File: config.mk
export PLATFORM = sky130hd
export DESIGN_NAME = lge_ram
export DESIGN_NICKNAME = d
export VERILOG_FILES = /design/src/sv/life_generation_engine_macros.svh /design/src/sv/lge_ram.sv
export SDC_FILE = /design/constraint.sdc
export NUM_CORES = 2
export LEC_CHECK = 0
export ABC_AREA = 1
export BUFFER_PORTS_ARGS = -buffer_cell sky130_fd_sc_hd__buf_4
export CORE_ASPECT_RATIO = 1.1
export CORE_MARGIN = 2
export CORE_UTILIZATION = 35
export CTS_CLUSTER_SIZE = 12
export DETAILED_ROUTE_END_ITERATION = 8
export GPL_ROUTABILITY_DRIVEN = 0
export SKIP_LAST_GASP = 1
export SLEW_MARGIN = 10
export SYNTH_ARGS = -nofsm -noshare
export SYNTH_HDL_FRONTEND = slang
export SYNTH_SLANG_ARGS = --single-unit
File: constraint.sdc
create_clock -name clock -period 10.3 [get_ports clock]
set_clock_uncertainty 0.05 [all_clocks]
set_input_delay 0.515 -clock clock [delete_from_list [all_inputs] [get_ports clock]]
set_output_delay 0.515 -clock clock [all_outputs]
set_load 0.005 [all_outputs]
File: src/sv/life_generation_engine_macros.svh
// Assertion macros shared by the life generation engine RTL.
// Depends on nothing; the including module supplies clock and reset.
`ifndef LIFE_GENERATION_ENGINE_MACROS_SVH
`define LIFE_GENERATION_ENGINE_MACROS_SVH

// Check that a condition implies another in the same cycle
`define LGE_ASSERT_SAME(label, ante, cons, msg) \
   label: assert property (@(posedge clock) disable iff (reset) (ante) |-> (cons)) \
      else $error(msg);

// Check that a condition implies another in the following cycle
`define LGE_ASSERT_NEXT(label, ante, cons, msg) \
   label: assert property (@(posedge clock) disable iff (reset) (ante) |=> (cons)) \
      else $error(msg);

`endif

File: src/sv/lge_ram.sv
// Generic simple dual-port RAM with one write port and a registered read port.
// Depends on nothing.
module lge_ram #(
   parameter int WIDTH = 64,
   parameter int DEPTH = 64
) (
   input  logic                     clock,
   input  logic                     wr_en,
   input  logic [$clog2(DEPTH)-1:0] wr_addr,
   input  logic [WIDTH-1:0]         wr_data,
   input  logic                     rd_en,
   input  logic [$clog2(DEPTH)-1:0] rd_addr,
   output logic [WIDTH-1:0]         rd_data
);

   logic [WIDTH-1:0] mem [DEPTH];

   // Write on enable, register the read and hold it otherwise
   always_ff @(posedge clock) begin
      if (wr_en) begin
         mem[wr_addr] <= wr_data;
      end
      if (rd_en) begin
         rd_data <= mem[rd_addr];
      end
   end

endmodule

== Word level (Yosys, flattened, before mapping) ==
Memory sizes are Yosys's and may differ from the RTL's. A register that Yosys moved wholly into a read port is not among the register bits.
Index checks and enable logic that the tools add are counted.

* Flip-flop bits (word level): 0
* Bits in latches: 0
* Bits in writable memories: 4096
* Bits in read-only memories: 0
* Input port bits: 79
* Output and inout bits: 64
* Word-level logic and storage cells: 3
* Memories: 1

{| class="wikitable"
|+ Memory list
! name !! words !! width !! read ports !! clocked after memory_dff !! wr ports !! line !! RTL
|-
| mem || 64 || 64 || 1 || 1 || 1 || lge_ram.sv:16 || <nowiki>logic [WIDTH-1:0] mem [DEPTH];</nowiki>
|}

* $add $sub $neg: 0
* Multipliers: 0
* Divide/modulo/power cells: 0
* Order comparisons: 0
* Equality and inequality tests: 0
* Shifts and indexed selects: 0
* Muxes and demuxes: 2
* Bitwise operators: 0
* Reductions and logical operators: 0

{| class="wikitable"
|+ Operator list
! kind !! number
|-
| $mux W1 || 2
|}

== Depth between registers and ports, before layout ==
* Depth after elaboration: 2
* Gate-level depth with buffers: 13

== Worst setup path before layout ==
No wires, ideal clock.

* Path kind: input to register
* Start: input port wr_en
* End: memory mem[48][0], enable pin
* Setup time: 646 ps
* Data arrival time: 7151 ps
* Data required time: 9604 ps
* Setup slack: 2453 ps
* Stages: 3
* Path buffers: 1
* Path through: clkbuf_1 -> nand4_1 -> nor4_1

* Word-level cells in the longest chain between the ends: 2

{| class="wikitable"
|+ Ends and longest elaborated chain
! what !! line !! RTL
|-
| start: declaration || lge_ram.sv:8 || <nowiki>input logic wr_en,</nowiki>
|-
| $mux W1 || lge_ram.sv:20 || <nowiki>if (wr_en) begin</nowiki>
|-
| $mux W1 (implied by the code) || lge_ram.sv:21 || <nowiki>mem[wr_addr] <= wr_data;</nowiki>
|-
| end: declaration || lge_ram.sv:16 ||
|}

No other way between the ends.

==> flow_metrics.py <==
metrics = {
    "cts": {
        "clkTransAtPathRegs_ns": 0.06,
        "clockBufferDepth": 4,
        "cts_made_buffers": 400,
        "holdBufCountCts": 5,
        "post_cts_buffers": 0,
        "insertion_delay_ns": 0.96,
        "numClockSinks": 4160,
        "cts_tree": "built",
        "htree_num_levels": 5,
        "cts_resized": 0,
        "clockRootBuffer": "clkbuf_16",
    },
    "critical_path": {
        "rr_startpoint": "mem[18][22]$_DFFE_PP_",
        "criticalPathCategory": "input port to flop",
        "r2r_slack_ns": 8.46,
        "required_ns": 11.05,
        "slowest_delay_ns": 0.85,
        "crit_fanout": 124,
        "cp-end-kind": "flop",
        "worst-r2r-cell-count": 8,
        "timing.rr.end": "rd_data[22]$_DFFE_PP_",
        "critPathSlowestCell": "buf_4",
        "worstSetupStartpointType": "input port",
        "crit_chain": "buf_16 -> buf_4 -> buf_4 -> buf_4 -> buf_4 -> nand2_1 -> nand3_1 -> nand3_1 -> nand3_1 -> nand3_1 -> nand2_1 -> nand2_1 -> nand2_1",
        "critical_path_arrival_ns": 5.16,
    },
    "synth": {
        "syn_nets": 13500,
        "synth_top_area_cell": "edfxtp_1",
        "synthTopCellsByArea": "edfxtp_1 75%, nand3_1 12%, nand2_1 10%, buf_2 1.5%, buf_4 0.61%",
        "syn_area_per_cell_um2": 12.4,
        "synth.distinct_cells": 15,
        "ys_ff_latch": 4160,
        "ys_warn_count": 0,
        "synth_area_um2": 166000,
        "synth_top_area_share": 0.753,
        "postSynthCellCount": 13400,
        "synth-seq-area-share": 0.753,
    },
    "worst_hold_path": {
        "hold_path.class": "input port to flop",
        "hold_end": "mem[0][54]$_DFFE_PP_",
        "min_path_cells": 1,
        "hp-start": "wr_data[54]",
    },
    "sta": {
        "slew_headroom": 0.147,
        "setup_viol": 0,
        "fin_ws_ns": 5.88,
        "layout_min_cycle_time_ns": 4.42,
        "rsz0062_at_grt": "false",
        "finalCritPeriodShare": 0.429,
        "whs_ns": 0.0339,
        "tightest_slew_ns": 1.28,
        "max_freq_mhz": 226,
        "maxSlewViolCount": 0,
        "fin_setup_tns_ns": 0,
        "hold_violations": 0,
    },
    "placed_design": {
        "placedCellCount": 19200,
        "placed_area_um2": 173000,
        "io_buffers": 142,
        "dp_hpwl_um": 253000,
        "pre_cts_slack_ns": 4.97,
    },
    "drt": {
        "wl_per_cell_um": 26.2,
        "viasPerCell": 5.49,
        "ant_nets": 0,
        "first_pass_iters": 5,
        "totalWireLength_um": 516000,
        "drt_iter0_drc": 13400,
        "drc": 0,
        "num_vias": 108000,
    },
    "cells_and_area": {
        "fillers": 44200,
        "area_growth_pct": 10.6,
        "drive_gt1_frac": 0.0657,
        "fin_area_um2": 184000,
        "final_common_cell": "nand2_1",
        "most-common-layout-cells": "4416 x nand2_1, 4160 x edfxtp_1, 3847 x nand3_1, 406 x clkbuf_16, 354 x buf_4",
        "fin_nets": 13400,
        "instances_no_fill": 19700,
        "final_util": 0.388,
    },
    "die": {
        "die_x_um": 661,
        "die_y_um": 726,
        "io_pins": 143,
        "start_util": 0.351,
        "fp-row-count": 265,
        "dieArea_um2": 480000,
        "coreArea_um2": 473000,
    },
    "power_and_ir_drop": {
        "p_leak_nw": 62.9,
        "power_density_nw_per_um2": 185,
        "p_total_mw": 33.9,
        "ir_drop_mv": 0.125,
    },
    "flow_run": {
        "max_cap_viol_count": 0,
    },
    "grt": {
        "track_usage": 0.209,
        "antenna_found_initial": 38,
        "overflow": 0,
        "grt_pass1_wl_um": 735000,
        "grt_max_degree": 208,
        "grt_pass1_vias": 100000,
    },
    "run_status": {
        "status": "completed",
    },
}
[flip-flops by register name, summed over array words and instances, names as in the netlist]
signal / cells
rd_data: 64
mem: 4096
[kinds of logic (layout without fill, tap and decap cells)]
logic type / Yosys count / after routing / synth area share
other: 0 / 19 / 0
flip-flops: 4160 / 4160 / 0.753
AND/OR/NAND/NOR: 8336 / 8336 / 0.218
buffers and inverters: 909 / 923 / 0.0294
[worst max-delay path, delay by kind of cell]
| kind | cells | cell delay [ns] |
|---|---|---|
| buffers and inverters | 5 | 3.54 |
| AND/OR/NAND/NOR | 8 | 0.85 |
[report_power, final]
part           switching, mW  internal (mW)  total, mW
clock network           6.01           7.04       13.0
logic                   1.50          0.484       1.99
registers             0.0590           18.8       18.8
[cell type report]
| class | instances | area, µm² | share of cell area |
|---|---|---|---|
| Clock inverter | 49 | 312 | 0.00170 |
| Multi-Input combinational cell | 8336 | 36600 | 0.199 |
| Timing Repair Buffer | 390 | 3300 | 0.0180 |
| Antenna cell | 19 | 47.5 | 0.000259 |
| Clock buffer | 472 | 10400 | 0.0567 |
| Sequential cell | 4160 | 125000 | 0.681 |
| Inverter | 12 | 105 | 0.000573 |
| Tap cell | 6274 | 7850 | 0.0428 |
[cells in the mapped netlist]
master / number
inv_2: 2
nand4_1: 9
nand3_1: 3847
edfxtp_1: 4160
buf_1: 72
buf_6: 40
buf_2: 501
buf_8: 3
inv_4: 2
nor2_1: 56
buf_4: 134
inv_1: 8
nor4_1: 8
clkbuf_1: 147
nand2_1: 4416
[layer usage]
metal	vias up	GRT usage	wire, µm
li1	47500	-	-
met1	54600	0.281	206000
met2	5176	0.344	247000
met3	897	0.0315	43900
met4	14	0.0727	19400
met5	-	0	89
[worst max path at each step]
stage	startpoint	to	slack (ns)	cells after the start
6_report	rd_addr[0]	rd_data[4]$_DFFE_PP_	5.88	13
5_1_grt	rd_addr[0]	rd_data[4]$_DFFE_PP_	5.59	13
4_1_cts	rd_addr[0]	rd_data[4]$_DFFE_PP_	5.98	13
3_5_place_dp	rd_addr[0]	rd_data[4]$_DFFE_PP_	4.97	13
3_3_place_gp	rd_addr[0]	rd_data[10]$_DFFE_PP_	4.98	13
2_1_floorplan	wr_en	mem[48][0]$_DFFE_PP_	2.45	3
Power figures use the tool's default switching activity.
