--- src/sv/life_generation_engine_macros.svh ---
// Assertion macros shared by the life generation engine RTL.
// Depends on nothing; the including module supplies clock and reset.
`ifndef LIFE_GENERATION_ENGINE_MACROS_SVH
`define LIFE_GENERATION_ENGINE_MACROS_SVH

// Check that a condition implies another in the same cycle
`define LGE_ASSERT_SAME(label, ante, cons, msg) \
   label: assert property (@(posedge clock) disable iff (reset) (ante) |-> (cons)) \
      else $error(msg);

// Check that a condition implies another in the following cycle
`define LGE_ASSERT_NEXT(label, ante, cons, msg) \
   label: assert property (@(posedge clock) disable iff (reset) (ante) |=> (cons)) \
      else $error(msg);

`endif

--- src/sv/lge_row_rule.sv ---
// B3/S23 rule applied to one grid row from the rows above and below it.
// Depends on nothing; instantiated by life_generation_engine.
module lge_row_rule #(
   parameter int MAX_SIDE = 64
) (
   input  logic [MAX_SIDE-1:0] upper,
   input  logic [MAX_SIDE-1:0] mid,
   input  logic [MAX_SIDE-1:0] lower,
   input  logic [MAX_SIDE-1:0] col_mask,
   output logic [MAX_SIDE-1:0] next_row
);

   logic [MAX_SIDE-1:0] up_m;
   logic [MAX_SIDE-1:0] mid_m;
   logic [MAX_SIDE-1:0] low_m;
   logic [MAX_SIDE-1:0] alive;

   // Drop columns beyond the side in use so they never count as neighbours
   assign up_m  = upper & col_mask;
   assign mid_m = mid & col_mask;
   assign low_m = lower & col_mask;

   for (genvar j = 0; j < MAX_SIDE; j++) begin : g_col
      logic l_up, l_mid, l_low, r_up, r_mid, r_low;
      logic [3:0] count;

      if (j > 0) begin : g_left
         assign l_up  = up_m[j-1];
         assign l_mid = mid_m[j-1];
         assign l_low = low_m[j-1];
      end else begin : g_left_edge
         assign l_up  = 1'b0;
         assign l_mid = 1'b0;
         assign l_low = 1'b0;
      end

      if (j < MAX_SIDE - 1) begin : g_right
         assign r_up  = up_m[j+1];
         assign r_mid = mid_m[j+1];
         assign r_low = low_m[j+1];
      end else begin : g_right_edge
         assign r_up  = 1'b0;
         assign r_mid = 1'b0;
         assign r_low = 1'b0;
      end

      // Count the eight neighbours, the cell itself excluded
      assign count = 4'(l_up) + 4'(up_m[j]) + 4'(r_up) + 4'(l_mid) + 4'(r_mid)
                   + 4'(l_low) + 4'(low_m[j]) + 4'(r_low);

      assign alive[j] = mid_m[j] ? (count == 4'd2 || count == 4'd3) : (count == 4'd3);
   end

   // Keep stored cells beyond the side unchanged
   assign next_row = (alive & col_mask) | (mid & ~col_mask);

endmodule

--- config.mk ---
export PLATFORM = sky130hd
export DESIGN_NAME = lge_row_rule
export DESIGN_NICKNAME = d
export VERILOG_FILES = /design/src/sv/life_generation_engine_macros.svh /design/src/sv/lge_row_rule.sv
export SDC_FILE = /design/constraint.sdc
export NUM_CORES = 1
export LEC_CHECK = 0
export BUFFER_PORTS_ARGS = -buffer_cell sky130_fd_sc_hd__buf_4
export CAP_MARGIN = 10
export CORE_ASPECT_RATIO = 1.75
export CORE_MARGIN = 5
export CORE_UTILIZATION = 50
export DETAILED_ROUTE_END_ITERATION = 8
export PLACE_DENSITY = 0.78
export RECOVER_POWER = 100
export SLEW_MARGIN = 15
export SYNTH_ARGS = -nofsm -noshare
export SYNTH_HDL_FRONTEND = slang
export SYNTH_SLANG_ARGS = --single-unit
--- constraint.sdc ---
create_clock -name vclk -period 6.7
set_input_delay 1.34 -clock vclk [all_inputs]
set_output_delay 1.34 -clock vclk [all_outputs]
set_load 0.01 [all_outputs]
# == Yosys cells after proc, flatten, opt, wreduce, memory -nomap -nowiden ==
# Index checks and enable logic that the tools add are counted.
# op_classes
n_mux,64
addsub,441
eq_ne,128
bitwise_logic,7
n_reduce_logical,64
# ops
cell,count
4-bit by 1-bit adder with 4-bit output,252
"4-bit by 2-bit == test with 1-bit output, second input constant",128
64-bit bitwise AND,5
3-bit by 1-bit adder with 4-bit output,63
2-bit by 1-bit adder with 3-bit output,63
1-bit by 1-bit adder with 2-bit output,63
1-bit logical OR,64
1-bit two-way mux,64
64-bit NOT,1
64-bit bitwise OR,1
# word_totals
elab_cells,704
ff_bits,0
in_bits,256
output_inout_bits,64

# == Depth between registers and ports, before layout ==
# depth
ltp_word,13
mapped_depth,11
ltp_nobuf,11

# == Least setup slack after synthesis ==
# Ideal clock, no wire load.
# synth_timing
kind,input port to output port
startpoint,input upper[61]
endpoint,output next_row[61]
path_stages,10
arrival_ns,4.361
required_time_ns,5.360
n_path_buf,0
setup_slack_ns,0.999
cell_sequence,and2_1 -> fa_1 -> fa_1 -> inv_1 -> fa_1 -> inv_1 -> ha_1 -> fa_1 -> or3b_1 -> a31oi_1
# synth_via
elab_chain_cells,13
elab_cells_between_ends,14
classes_between,7 x add/sub; 2 x eq/ne; 1 x mux; 3 x bitwise; 1 x reduce/logical
# synth_rtl
element,line,source
"start, declared",lge_row_rule.sv:6,"input logic [MAX_SIDE-1:0] upper,"
64-bit bitwise AND (*),lge_row_rule.sv:19,assign up_m = upper & col_mask;
1-bit by 1-bit adder with 2-bit output (*),lge_row_rule.sv:48,assign count = 4'(l_up) + 4'(up_m[j]) + 4'(r_up) + 4'(l_mid) + 4'(r_mid)
2-bit by 1-bit adder with 3-bit output (*),lge_row_rule.sv:48,
3-bit by 1-bit adder with 4-bit output (*),lge_row_rule.sv:48,
4-bit by 1-bit adder with 4-bit output (*),lge_row_rule.sv:48,
4-bit by 1-bit adder with 4-bit output (*) (3 in series),lge_row_rule.sv:49,+ 4'(l_low) + 4'(low_m[j]) + 4'(r_low);
4-bit by 2-bit == test with 1-bit output,lge_row_rule.sv:51,assign alive[j] = mid_m[j] ? (count == 4'd2 || count == 4'd3) : (count == 4'd3);
1-bit logical OR,lge_row_rule.sv:51,
1-bit two-way mux (*),lge_row_rule.sv:51,
64-bit bitwise AND (*),lge_row_rule.sv:55,assign next_row = (alive & col_mask) | (mid & ~col_mask);
64-bit bitwise OR (*),lge_row_rule.sv:55,
"end, declared",lge_row_rule.sv:10,output logic [MAX_SIDE-1:0] next_row
# Every way passes the cells marked *; elsewhere a longest branch is shown, timed or not.

# == Worst setup path in the final report ==
# layout_timing
startpoint,input col_mask[34]
endpoint,output next_row[35]
# layout_via
elab_chain_cells,13
elab_cells_between_ends,16
classes_between,7 x add/sub; 2 x eq/ne; 1 x mux; 5 x bitwise; 1 x reduce/logical
# layout_rtl
element,line,source
"start, declared",lge_row_rule.sv:9,"input logic [MAX_SIDE-1:0] col_mask,"
64-bit bitwise AND,lge_row_rule.sv:19,
1-bit by 1-bit adder with 2-bit output,lge_row_rule.sv:48,
2-bit by 1-bit adder with 3-bit output,lge_row_rule.sv:48,
3-bit by 1-bit adder with 4-bit output,lge_row_rule.sv:48,
4-bit by 1-bit adder with 4-bit output,lge_row_rule.sv:48,
4-bit by 1-bit adder with 4-bit output (*) (3 in series),lge_row_rule.sv:49,
4-bit by 2-bit == test with 1-bit output,lge_row_rule.sv:51,
1-bit logical OR,lge_row_rule.sv:51,
1-bit two-way mux (*),lge_row_rule.sv:51,
64-bit bitwise AND (*),lge_row_rule.sv:55,
64-bit bitwise OR (*),lge_row_rule.sv:55,
# Marked as above.

==> results.sh <==
export IMPL_grt_pass1_wl_mm=44.6
export IMPL_synth_common_cells="fa_1, ha_1, and2_1, a21oi_1, a31oi_1"
export IMPL_combPwrFrac_pct=100.0
export IMPL_synth_top_cell_area_share_pct=46.3
export IMPL_num_rows=71
export IMPL_setup_viol=0
export IMPL_end_kind="primary output"
export IMPL_final_min_clock_period_ns=6.12
export IMPL_synth_fp_nets=1701
export IMPL_critPathArrivalTime_ns=4.78
export IMPL_rsz0062_at_grt="false"
export IMPL_clkPwrFrac_pct=0
export IMPL_dp_slack_ns=0.672
export IMPL_place_congestion=0.884
export IMPL_postCtsHoldBufs=0
export IMPL_ir_drop_mv=0.0584
export IMPL_cp_max_fo=5
export IMPL_worstMarginPinSlew_ns=0.376
export IMPL_die_w_um=122
export IMPL_dr_pass1_iters=4
export IMPL_ys_warn_count=0
export IMPL_leakagePower_nw=6.72
export IMPL_total_power_mw=1.61
export IMPL_fmax_ghz=0.164
export IMPL_vias=9033
export IMPL_drcViolationCount=0
export IMPL_p_switching_mw=0.827
export IMPL_powerDensity_mw_per_mm2=119
export IMPL_seq_cell_count=0
export IMPL_netlist_instances=1005
export IMPL_final_seq_area_sq_um=0
export IMPL_seqPwrFrac_pct=0
export IMPL_nNetsFinal=2023
export IMPL_worstPathRequired_ns=5.36
export IMPL_viasPerCell=5.59
export IMPL_hp_class="primary input to primary output"
export IMPL_initial_core_util_pct=50.7
export IMPL_status="finished clean"
export IMPL_cts_resized=0
export IMPL_drive_gt1_share_pct=22.3
export IMPL_portBuffers=320
export IMPL_yosysTopAreaCell="fa_1"
export IMPL_synthTopCellsByArea="fa_1, ha_1, and2_1"
export IMPL_finalMaxSlewViolations=0
export IMPL_crit_type="primary input to primary output"
export IMPL_synthToLayoutAreaGrowth_pct=24.6
export IMPL_n_antenna_cell=0
export IMPL_p_int_mw=0.787
export IMPL_period_share_pct=91.3
export IMPL_postRouteAntennaNets=0
export IMPL_yosysMostFrequentCell="fa_1"
export IMPL_die_h_um=205
export IMPL_fin_hold_ws_ns=2.96
export IMPL_start_kind="primary input"
export IMPL_finalHoldViolCount=0
export IMPL_wl_per_cell_um=16.3
export IMPL_synth_area_sq_mm=0.0109
export IMPL_grt_use_total_pct=21.3
export IMPL_switching_share_pct=51.2
export IMPL_n_clock_buffer=0
export IMPL_cap_violations=0
export IMPL_dp_hpwl_mm=25.3
export IMPL_routed_wirelength_mm=26.4
export IMPL_core_area_sq_mm=0.0215
export IMPL_slew_headroom_pct=74.9
export IMPL_io_pins=320
export IMPL_dieArea_sq_mm=0.0250
export IMPL_finalSetupTns_ns=0
export IMPL_grt_ovfl_total=0
export IMPL_grt_antenna_before_repair=0
export IMPL_synth_distinct_cells=14
export IMPL_drt_first_iter_violations=217
export IMPL_postCtsSetupBuffers=0
export IMPL_synth_seq_area_share_pct=0
export IMPL_grt_pass1_vias=10248
export IMPL_grt_max_degree=6
export IMPL_setup_ws_ns=0.584
export IMPL_synth_avg_cell_area_sq_um=10.8
==> layout make-up <==
cell class	count	area, sq um
Multi-Input combinational cell	983	10800
Fill cell	1886	7920
Timing Repair Buffer	320	2310
Tap cell	292	365
Inverter	22	82.6
==> metal layers <==
layer	vias up	GRT usage (%)	wire [um]	part of all wire [%]
met1	4469	23.4	9090	34
li1	4252	-	-	-
met5	-	0	0	0
met3	44	1.90	1340	5.1
met2	268	43.3	15300	58
met4	0	4.21	608	2.3
==> path summary, 6_finish.rpt <==
check / from / end / slack (ns) / cells past startpoint
setup / recovery: col_mask[34] / next_row[35] / 0.58 / 10
hold / removal: col_mask[0] / next_row[0] / 2.96 / 3
==> kinds of logic after synthesis <==
| group | after synthesis | synth area share [%] |
|---|---|---|
| adders and majority gates | 440 | 67.9 |
| and+or+nand+nor | 353 | 20.5 |
| buffers and inverters | 22 | 0.758 |
| AOI/OAI and AO/OA | 190 | 10.8 |
==> worst max-delay path: stages <==
cell and delay (ns):
buf_4 0.11, and2_0 0.35, fa_1 0.51, fa_1 0.54, fa_1 0.43, ha_1 0.23, fa_1 0.50, or3b_1 0.35
a31oi_1 0.25, buf_4 0.17
==> power by group through the flow <==
| stage | Clock, mW | Combinational (mW) | Sequential, mW |
|---|---|---|---|
| 4_1_cts | 0 | 1.67 | 0 |
| 2_1_floorplan | 0 | 1.08 | 0 |
| 6_report | 0 | 1.61 | 0 |
| 3_3_place_gp | 0 | 1.58 | 0 |
| 3_5_place_dp | 0 | 1.66 | 0 |
| 5_1_grt | 0 | 1.87 | 0 |
==> through the flow <==
step	instance area, sq um	instances	util (%)
floorplan	10900	1005	-
global placement	13700	1617	63.6
detailed placement	13700	1617	63.6
CTS	13700	1617	63.6
finish	13600	1617	63.2
global route	13600	1617	63.2
==> cell usage in the layout (no fill, tap or decap) <==
master | synthesis | layout
inv_1 | 22 | 22
fa_1 | 252 | 252
o21ai_0 | 0 | 1
clkbuf_1 | 0 | 24
and2_1 | 185 | 146
or3b_1 | 27 | 27
nand2b_1 | 2 | 2
nand2_1 | 42 | 42
nor2_1 | 35 | 35
and2_0 | 0 | 39
ha_1 | 188 | 188
a21oi_1 | 66 | 66
buf_4 | 0 | 296
a21o_1 | 61 | 61
nand4b_1 | 61 | 61
nor4b_1 | 1 | 1
a31oi_1 | 62 | 62
No activity file was read; power rests on OpenSTA's default activity.
